[src/rtl/core/cdc_pkg.sv]
package cdc_pkg;

  // Command codes carried on the action field.
  localparam logic [2:0] ACT_LOAD = 3'd0;
  localparam logic [2:0] ACT_NEXT = 3'd1;
  localparam logic [2:0] ACT_PREV = 3'd2;
  localparam logic [2:0] ACT_ADD  = 3'd3;
  localparam logic [2:0] ACT_SUB  = 3'd4;

  // Month numbers that matter to the length table.
  localparam logic [3:0] MONTH_JAN = 4'd1;
  localparam logic [3:0] MONTH_FEB = 4'd2;
  localparam logic [3:0] MONTH_APR = 4'd4;
  localparam logic [3:0] MONTH_JUN = 4'd6;
  localparam logic [3:0] MONTH_SEP = 4'd9;
  localparam logic [3:0] MONTH_NOV = 4'd11;
  localparam logic [3:0] MONTH_DEC = 4'd12;

  // Leap-year cycle of the Gregorian calendar and its century marks.
  localparam logic [8:0] CYCLE_YEARS = 9'd400;
  localparam logic [8:0] CENTURY_1   = 9'd100;
  localparam logic [8:0] CENTURY_2   = 9'd200;
  localparam logic [8:0] CENTURY_3   = 9'd300;
  localparam logic [8:0] CYCLE_LAST  = 9'd399;

  // Division by 25 as a multiply by 2622 and a right shift by 16. It is exact
  // for dividends below 4096, which covers a year of up to 16 bits divided by 16.
  localparam logic [11:0] RECIP_25    = 12'd2622;
  localparam int          RECIP_SHIFT = 16;

  localparam logic [4:0] LEN_FEB_LEAP = 5'd29;
  localparam logic [4:0] LEN_FEB      = 5'd28;
  localparam logic [4:0] LEN_SHORT    = 5'd30;
  localparam logic [4:0] LEN_LONG     = 5'd31;

  // Leap test from the year's position within the 400-year cycle.
  function automatic logic is_leap(input logic [8:0] y400);
    return (y400[1:0] == 2'b00) && (y400 != CENTURY_1) && (y400 != CENTURY_2) &&
           (y400 != CENTURY_3);
  endfunction

  // Length of a month; codes outside 1 to 12 read as a long month.
  function automatic logic [4:0] month_len(input logic [3:0] m, input logic leap);
    logic [4:0] len;
    case (m) inside
      MONTH_FEB: len = leap ? LEN_FEB_LEAP : LEN_FEB;
      MONTH_APR, MONTH_JUN, MONTH_SEP, MONTH_NOV: len = LEN_SHORT;
      default: len = LEN_LONG;
    endcase
    return len;
  endfunction

endpackage

[src/rtl/core/cdc_rem400.sv]
module cdc_rem400 import cdc_pkg::*; #(
  parameter int YEAR_BITS = 14
) (
  input  logic                 clk,
  input  logic                 rst,
  input  logic                 start,
  input  logic [YEAR_BITS-1:0] value,
  output logic                 done,
  output logic [8:0]           rem
);

  // The year is taken as 16 * x plus a low nibble, so its quotient by 400 is x / 25.
  localparam int XW = YEAR_BITS - 4;
  localparam int PW = XW + 12;
  localparam int QW = YEAR_BITS - 8;

  logic                 stage;
  logic [YEAR_BITS-1:0] held;
  logic [PW-1:0]        prod;
  logic [QW-1:0]        quot;
  logic [YEAR_BITS-1:0] cycle_sum;

  // Quotient by reciprocal multiplication, then the whole cycles it stands for.
  always_comb begin
    prod      = PW'(value[YEAR_BITS-1:4]) * PW'(RECIP_25);
    cycle_sum = YEAR_BITS'(quot) * YEAR_BITS'(CYCLE_YEARS);
  end

  // The quotient is registered first, then the remainder from it; done rises together with the remainder.
  always_ff @(posedge clk) begin
    if (rst) begin
      stage <= 1'b0;
      done  <= 1'b0;
    end else begin
      stage <= start;
      done  <= stage;
    end
  end

  // Datapath of the remainder unit.
  always_ff @(posedge clk) begin
    if (start) begin
      held <= value;
      quot <= prod[PW-1:RECIP_SHIFT];
    end
    if (stage) begin
      rem <= 9'(held - cycle_sum);
    end
  end

endmodule

[src/rtl/core/calendar_date_counter.sv]
// Gregorian date counter.
// The block holds a date and applies one command per word on the command
// channel (cmd_valid / cmd_stall): load a date, step one day forward or back,
// or add or subtract day_count days. Every command returns one word on the
// result channel (res_valid / res_stall) carrying the date after the command
// and two flags: load_rejected for a load with an impossible month or day,
// and year_wrapped when the year ran past either end of its range.
// A load passes through the reciprocal-multiply unit that finds the year's
// place in the 400-year leap cycle. A day step is a walk of one day, with an
// added month step when it crosses into another month. Add and subtract walk one
// month per cycle through a shared month-step unit. Other action codes return
// the date unchanged.
// One command is in progress at a time; cmd_stall stays high until it is done.
// The result waits in an output register; while the receiver holds res_stall
// high, a finished command waits for the register to free and no new command
// is taken. Reset sets the date to 1 January of year 1 and empties the output.
module calendar_date_counter import cdc_pkg::*; #(
  parameter int YEAR_BITS  = 14,
  parameter int COUNT_BITS = 16
) (
  input  logic                  clk,
  input  logic                  rst,
  input  logic                  cmd_valid,
  output logic                  cmd_stall,
  input  logic [2:0]            action,
  input  logic [4:0]            load_day,
  input  logic [3:0]            load_month,
  input  logic [YEAR_BITS-1:0]  load_year,
  input  logic [COUNT_BITS-1:0] day_count,
  output logic                  res_valid,
  input  logic                  res_stall,
  output logic [4:0]            cur_day,
  output logic [3:0]            cur_month,
  output logic [YEAR_BITS-1:0]  cur_year,
  output logic                  load_rejected,
  output logic                  year_wrapped
);

  localparam logic [1:0] ST_IDLE = 2'd0;
  localparam logic [1:0] ST_MOD  = 2'd1;
  localparam logic [1:0] ST_WALK = 2'd2;
  localparam logic [1:0] ST_FIN  = 2'd3;

  localparam logic [YEAR_BITS-1:0] YEAR_MAX = {YEAR_BITS{1'b1}};
  localparam logic [8:0] YEAR_MAX_MOD = 9'(((2 ** YEAR_BITS) - 1) % 400);

  logic [1:0]            state;
  logic [1:0]            state_next;

  // Date state and the year's place in the leap cycle.
  logic [4:0]            day;
  logic [3:0]            month;
  logic [YEAR_BITS-1:0]  year;
  logic [8:0]            y400;

  // Command held for the duration of the work.
  logic [2:0]            act;
  logic [4:0]            ld_day;
  logic [3:0]            ld_month;
  logic [YEAR_BITS-1:0]  ld_year;
  logic [COUNT_BITS-1:0] remaining;
  logic                  rejected;
  logic                  wrapped;

  logic                  accept;
  logic                  out_free;
  logic                  rem_start;
  logic                  rem_done;
  logic [8:0]            rem;

  logic                  leap_cur;
  logic [4:0]            len_cur;
  logic [3:0]            prev_month;
  logic [4:0]            len_prev;
  logic [5:0]            rest;
  logic [YEAR_BITS-1:0]  year_fwd;
  logic [8:0]            y400_fwd;
  logic                  wrap_fwd;
  logic [YEAR_BITS-1:0]  year_bwd;
  logic [8:0]            y400_bwd;
  logic                  wrap_bwd;
  logic                  load_ok;

  assign accept    = cmd_valid && !cmd_stall;
  assign cmd_stall = (state != ST_IDLE);
  assign out_free  = !res_valid || !res_stall;
  assign rem_start = accept && (action == ACT_LOAD);

  // Remainder of the load year by 400, for the leap test of the load check.
  cdc_rem400 #(
    .YEAR_BITS(YEAR_BITS)
  ) u_rem400 (
    .clk   (clk),
    .rst   (rst),
    .start (rem_start),
    .value (load_year),
    .done  (rem_done),
    .rem   (rem)
  );

  // Month-step unit: month lengths and the year moved one either way.
  always_comb begin
    leap_cur   = is_leap(y400);
    len_cur    = month_len(month, leap_cur);
    prev_month = (month <= MONTH_JAN) ? MONTH_DEC : month - 4'd1;
    len_prev   = month_len(prev_month, leap_cur);
    rest       = 6'({1'b0, len_cur} - {1'b0, day} + 6'd1);

    if (year == YEAR_MAX) begin
      year_fwd = '0;
      y400_fwd = '0;
      wrap_fwd = 1'b1;
    end else begin
      year_fwd = year + YEAR_BITS'(1);
      y400_fwd = (y400 == CYCLE_LAST) ? 9'd0 : y400 + 9'd1;
      wrap_fwd = 1'b0;
    end

    if (year == '0) begin
      year_bwd = YEAR_MAX;
      y400_bwd = YEAR_MAX_MOD;
      wrap_bwd = 1'b1;
    end else begin
      year_bwd = year - YEAR_BITS'(1);
      y400_bwd = (y400 == 9'd0) ? CYCLE_LAST : y400 - 9'd1;
      wrap_bwd = 1'b0;
    end

    load_ok = (ld_month >= MONTH_JAN) && (ld_month <= MONTH_DEC) && (ld_day != 5'd0) &&
              (ld_day <= month_len(ld_month, is_leap(rem)));
  end

  // Sequencer.
  always_comb begin
    state_next = state;
    unique case (state)
      ST_IDLE: begin
        if (accept) begin
          if (action == ACT_LOAD) begin
            state_next = ST_MOD;
          end else if ((action == ACT_NEXT) || (action == ACT_PREV) ||
                       (action == ACT_ADD) || (action == ACT_SUB)) begin
            state_next = ST_WALK;
          end else begin
            state_next = ST_FIN;
          end
        end
      end
      ST_MOD: begin
        if (rem_done) begin
          state_next = ST_FIN;
        end
      end
      ST_WALK: begin
        if (act == ACT_SUB || act == ACT_PREV) begin
          if (remaining < COUNT_BITS'(day)) begin
            state_next = ST_FIN;
          end
        end else if (remaining < COUNT_BITS'(rest)) begin
          state_next = ST_FIN;
        end
      end
      ST_FIN: begin
        if (out_free) begin
          state_next = ST_IDLE;
        end
      end
      default: state_next = ST_IDLE;
    endcase
  end

  always_ff @(posedge clk) begin
    if (rst) begin
      state <= ST_IDLE;
    end else begin
      state <= state_next;
    end
  end

  // Date registers: load commit, and per walking cycle one month step or the final move within a month.
  always_ff @(posedge clk) begin
    if (rst) begin
      day      <= 5'd1;
      month    <= MONTH_JAN;
      year     <= YEAR_BITS'(1);
      y400     <= 9'd1;
      rejected <= 1'b0;
      wrapped  <= 1'b0;
    end else begin
      if (accept) begin
        rejected <= 1'b0;
        wrapped  <= 1'b0;
      end
      if ((state == ST_MOD) && rem_done) begin
        if (load_ok) begin
          day   <= ld_day;
          month <= ld_month;
          year  <= ld_year;
          y400  <= rem;
        end else begin
          rejected <= 1'b1;
        end
      end
      if (state == ST_WALK) begin
        if (act == ACT_SUB || act == ACT_PREV) begin
          if (remaining >= COUNT_BITS'(day)) begin
            day   <= len_prev;
            month <= prev_month;
            if (month == MONTH_JAN) begin
              year <= year_bwd;
              y400 <= y400_bwd;
              if (wrap_bwd) begin
                wrapped <= 1'b1;
              end
            end
          end else begin
            day <= day - remaining[4:0];
          end
        end else begin
          if (remaining >= COUNT_BITS'(rest)) begin
            day <= 5'd1;
            if (month >= MONTH_DEC) begin
              month <= MONTH_JAN;
              year  <= year_fwd;
              y400  <= y400_fwd;
              if (wrap_fwd) begin
                wrapped <= 1'b1;
              end
            end else begin
              month <= month + 4'd1;
            end
          end else begin
            day <= day + remaining[4:0];
          end
        end
      end
    end
  end

  // Command capture and the count of days still to walk.
  always_ff @(posedge clk) begin
    if (accept) begin
      act      <= action;
      ld_day   <= load_day;
      ld_month <= load_month;
      ld_year  <= load_year;
      if (action == ACT_NEXT || action == ACT_PREV) begin
        remaining <= COUNT_BITS'(1);
      end else begin
        remaining <= day_count;
      end
    end else if (state == ST_WALK) begin
      if (act == ACT_SUB || act == ACT_PREV) begin
        if (remaining >= COUNT_BITS'(day)) begin
          remaining <= remaining - COUNT_BITS'(day);
        end
      end else if (remaining >= COUNT_BITS'(rest)) begin
        remaining <= remaining - COUNT_BITS'(rest);
      end
    end
  end

  // Output register: holds the result word until the receiver takes it.
  always_ff @(posedge clk) begin
    if (rst) begin
      res_valid <= 1'b0;
    end else if ((state == ST_FIN) && out_free) begin
      res_valid <= 1'b1;
    end else if (!res_stall) begin
      res_valid <= 1'b0;
    end
  end

  always_ff @(posedge clk) begin
    if ((state == ST_FIN) && out_free) begin
      cur_day       <= day;
      cur_month     <= month;
      cur_year      <= year;
      load_rejected <= rejected;
      year_wrapped  <= wrapped;
    end
  end

endmodule

[config.mk]
export PLATFORM = sky130hd
export DESIGN_NAME = calendar_date_counter
export DESIGN_NICKNAME = d
export VERILOG_FILES = /design/src/rtl/core/cdc_pkg.sv /design/src/rtl/core/cdc_rem400.sv /design/src/rtl/core/calendar_date_counter.sv
export SDC_FILE = /design/constraint.sdc
export NUM_CORES = 1
export LEC_CHECK = 0
export BUFFER_PORTS_ARGS = -buffer_cell sky130_fd_sc_hd__buf_4
export CAP_MARGIN = 0
export CORE_AREA = 2 2 145 147
export CTS_BUF_LIST = sky130_fd_sc_hd__clkbuf_4 sky130_fd_sc_hd__clkbuf_8 sky130_fd_sc_hd__clkbuf_16
export DETAILED_ROUTE_END_ITERATION = 7
export DIE_AREA = 0 0 147 149
export GPL_TIMING_DRIVEN = 1
export PLACE_DENSITY = 0.68
export SYNTH_ARGS = -nofsm -noshare
export SYNTH_HDL_FRONTEND = slang
export SYNTH_SLANG_ARGS = --single-unit
[constraint.sdc]
create_clock -name clk -period 8.25 [get_ports clk]
set_clock_uncertainty 0.1 [all_clocks]
set_input_delay 2.475 -clock clk [delete_from_list [all_inputs] [get_ports clk]]
set_output_delay 2.475 -clock clk [all_outputs]
set_load 0.02 [all_outputs]
==> impl_metrics.toml <==
[power]
p_sw_share_pct = 42.7
p_per_area_nw_per_um2 = 345
pwr-share-clk_pct = 21.6
p_int_mw = 2.28
power_frac_seq_pct = 27.7
irDropWorstVdd_uv = 165
combPwrFrac_pct = 50.6
p_sw_mw = 1.70
leakagePower_nw = 4.76
power_mw = 3.98

[global_route]
grt_max_degree = 54
grt_usage_pct = 23.5
grt_pass1_wl_um = 40600
gr-total-overflow = 0
grt_antenna_before_repair = 0
grt_pass1_vias = 7754

[synthesis]
synth-seq-area-share_pct = 34.6
synth_area_per_cell_um2 = 9.65
synth.distinct_cells = 81
yosysMostFrequentCell = "ha_1"
synth-edff-count = 90
synth_common_cells = "ha_1, inv_1, edfxtp_1"
async_reset_ff_share_pct = 0
ys_warn_count = 0
syn_nets = 1235
netlist_instances = 1043
synth_area_leaders = "edfxtp_1, ha_1, dfxtp_1, fa_1, inv_1"
ys_ff_latch = 129
synth_ff_type = "edfxtp_1"
synth_top_area_share_pct = 26.8
synth_top_cell_by_area = "edfxtp_1"
syn-cell-area_um2 = 10100

[die]
die_height_um = 149
initial_core_util_pct = 49.0
die_area_um2 = 21900
fp-row-count = 53
coreArea_um2 = 20600
pin_count = 73
dieWidth_um = 147

[critical_path]
critical-path-top-delay-family = "adder cells"
cpMaxStageDelayCell = "fa_1"
crit_path_max_fanout = 6
cp_num_buf_inv = 5
crit_path_max_incr_delay_ps = 590
required_ps = 8330
crit_path_end_kind = "flip-flop"
critPathKind = "in2reg"
path_cells = "buf_4, fa_1, inv_1, fa_1, inv_1, fa_1, fa_1, inv_1, fa_1, inv_1, ha_1, nand4_1, a21oi_1, a221oi_1, o22ai_1, o41ai_1, o21ba_2, xnor2_1"
cpMostUsedCell = "fa_1"
startpoint_type = "primary input"
arrival_ps = 7060

[cells_and_area]
nNetsFinal = 1290
antenna-diode-count = 0
fin_area_um2 = 11500
drive_gt1_share_pct = 13.1
syn_to_final_growth_pct = 14.5
instances_no_fill = 1386

[place]
port_buffers = 72
place_area_um2 = 10900
hpwl_um = 18300
gp_congestion = 0.879
dp_cells = 1354

[drt]
avgRoutedWirePerCell_um = 18.1
ant_nets = 0
vias = 8211
drc = 0
vias_per_cell = 5.92
drt_first_iter_violations = 761
wl_um = 25000
dr.pass1.iters = 6

[clock_network]
cts-root-buf = "clkbuf_16"
cts_setup_buffers = 0
clkTransAtPathRegs_ps = 60
worst_skew_pair.late_latency_ps = 430
htreeDepth = 4
clockBufferDepth = 2
postCtsHoldBufs = 0
cts_tree = "built"
numClockSinks = 129
cts_resized = 0
numCtsBuffers = 17

[timing]
fmax_mhz = 143
rsz0062_at_grt = "false"
period_share_pct = 84.6
whs_ps = 317
hold_viol = 0
finalSetupTns_ps = 0
setup_viol = 0
max_slew.worst_pin.slew_ps = 1090
maxSlewHeadroom_pct = 27.0
drv_slew = 0
min_period_ps = 6980

[status]
status = "complete, no violations"

[worst_hold_path]
hp-class = "reg2reg"

[flow_run]
cap_violations = 0
## final timing paths
check / end / start / cells after the start / slack, ps
min reg2reg: u_rem400.rem[0] / u_rem400.held[0] / 0 / 320
max reg2reg: remaining[1] / y400[5] / 20 / 2290
max: u_rem400.quot[4] / load_year[11] / 18 / 1270
min: u_rem400.rem[0] / u_rem400.held[0] / 0 / 320
## kinds of logic (layout without fill, tap and decap cells)
kind of cell	after synthesis	count (layout)	share of synthesized area [%]
AOI/OAI and AO/OA	248	248	17.1
xor gates and xnor gates	54	54	4.70
adders and majority gates	146	146	20.3
buffers and inverters	146	214	5.63
DFF	129	129	34.6
muxes	25	25	2.58
and+or+nand+nor	295	295	15.1
## power by group through the flow
stage	clock [mW]	combinational [mW]	sequential [mW]
6_report	0.862	2.02	1.10
5_1_grt	0.893	2.26	1.12
4_1_cts	0.871	2.00	1.10
3_5_place_dp	0	1.98	1.11
3_3_place_gp	0	1.94	1.11
2_1_floorplan	0	1.52	1.01
## layout by cell type, fill, tap and decap left out, types with 8 or more instances in the layout
| cell | n |
|---|---|
| nor2_1 | 55 |
| xnor2_1 | 38 |
| xor2_1 | 16 |
| o31ai_1 | 8 |
| and2_1 | 8 |
| o211ai_1 | 12 |
| fa_1 | 29 |
| inv_1 | 98 |
| mux2i_1 | 17 |
| a31oi_1 | 11 |
| dfxtp_1 | 39 |
| a211oi_1 | 23 |
| a221oi_1 | 9 |
| nand2b_1 | 10 |
| nand3_1 | 28 |
| nor4_1 | 10 |
| buf_4 | 83 |
| o21ai_0 | 48 |
| a21o_1 | 12 |
| a311oi_1 | 10 |
| or3_1 | 9 |
| nand2_1 | 81 |
| edfxtp_1 | 90 |
| nor3_1 | 27 |
| ha_1 | 117 |
| clkbuf_16 | 17 |
| a21oi_1 | 50 |
| nand4_1 | 11 |
| nor2b_1 | 8 |
## per-stage QoR
| stage | setup WS, ps | util [%] |
|---|---|---|
| final | 1270 | 56.1 |
| after global routing | 1040 | 56.1 |
| after CTS | 1240 | 56.1 |
| after detailed placement | 792 | 52.8 |
| after global placement | 815 | 52.8 |
| after floorplan | 1270 | - |
## worst register-to-register path, stage by stage (launching register included)
cell	delay, ps
dfxtp_1	560
nor4bb_1	330
o21ai_0	120
a21oi_1	210
o21ai_0	120
nand3_1	110
nand2_1	90
ha_1	210
ha_1	190
inv_1	70
fa_1	210
inv_1	50
a21o_1	180
a21oi_1	190
xnor2_1	160
ha_1	300
or2_2	330
a2bb2oi_1	430
a21oi_1	250
o21ai_0	650
nand2_1	640
## area by class of cell
class,count,area [um2]
Timing Repair Buffer,83,623
Fill cell,1841,9020
Clock buffer,18,433
Multi-Input combinational cell,768,6040
Sequential cell,129,3480
Inverter,99,372
Tap cell,275,344
Clock inverter,14,238
## state kept, by name, summed over array words and instances, names as in the netlist, 2 cells and up
signal / count
u_rem400.rem: 9
y400: 9
u_rem400.quot: 5
state: 2
cur_month: 4
remaining: 16
cur_day: 5
cur_year: 14
month: 4
ld_month: 4
act: 3
year: 14
ld_year: 14
day: 5
u_rem400.held: 9
ld_day: 5
## metal layers
metal / GRT usage (%) / wire (um)
met5: 0 / 0
met2: 38.5 / 11600
met3: 2.97 / 1610
met1: 32.8 / 11400
met4: 7.45 / 376
Note: power is estimated with default switching activity, not from simulation.
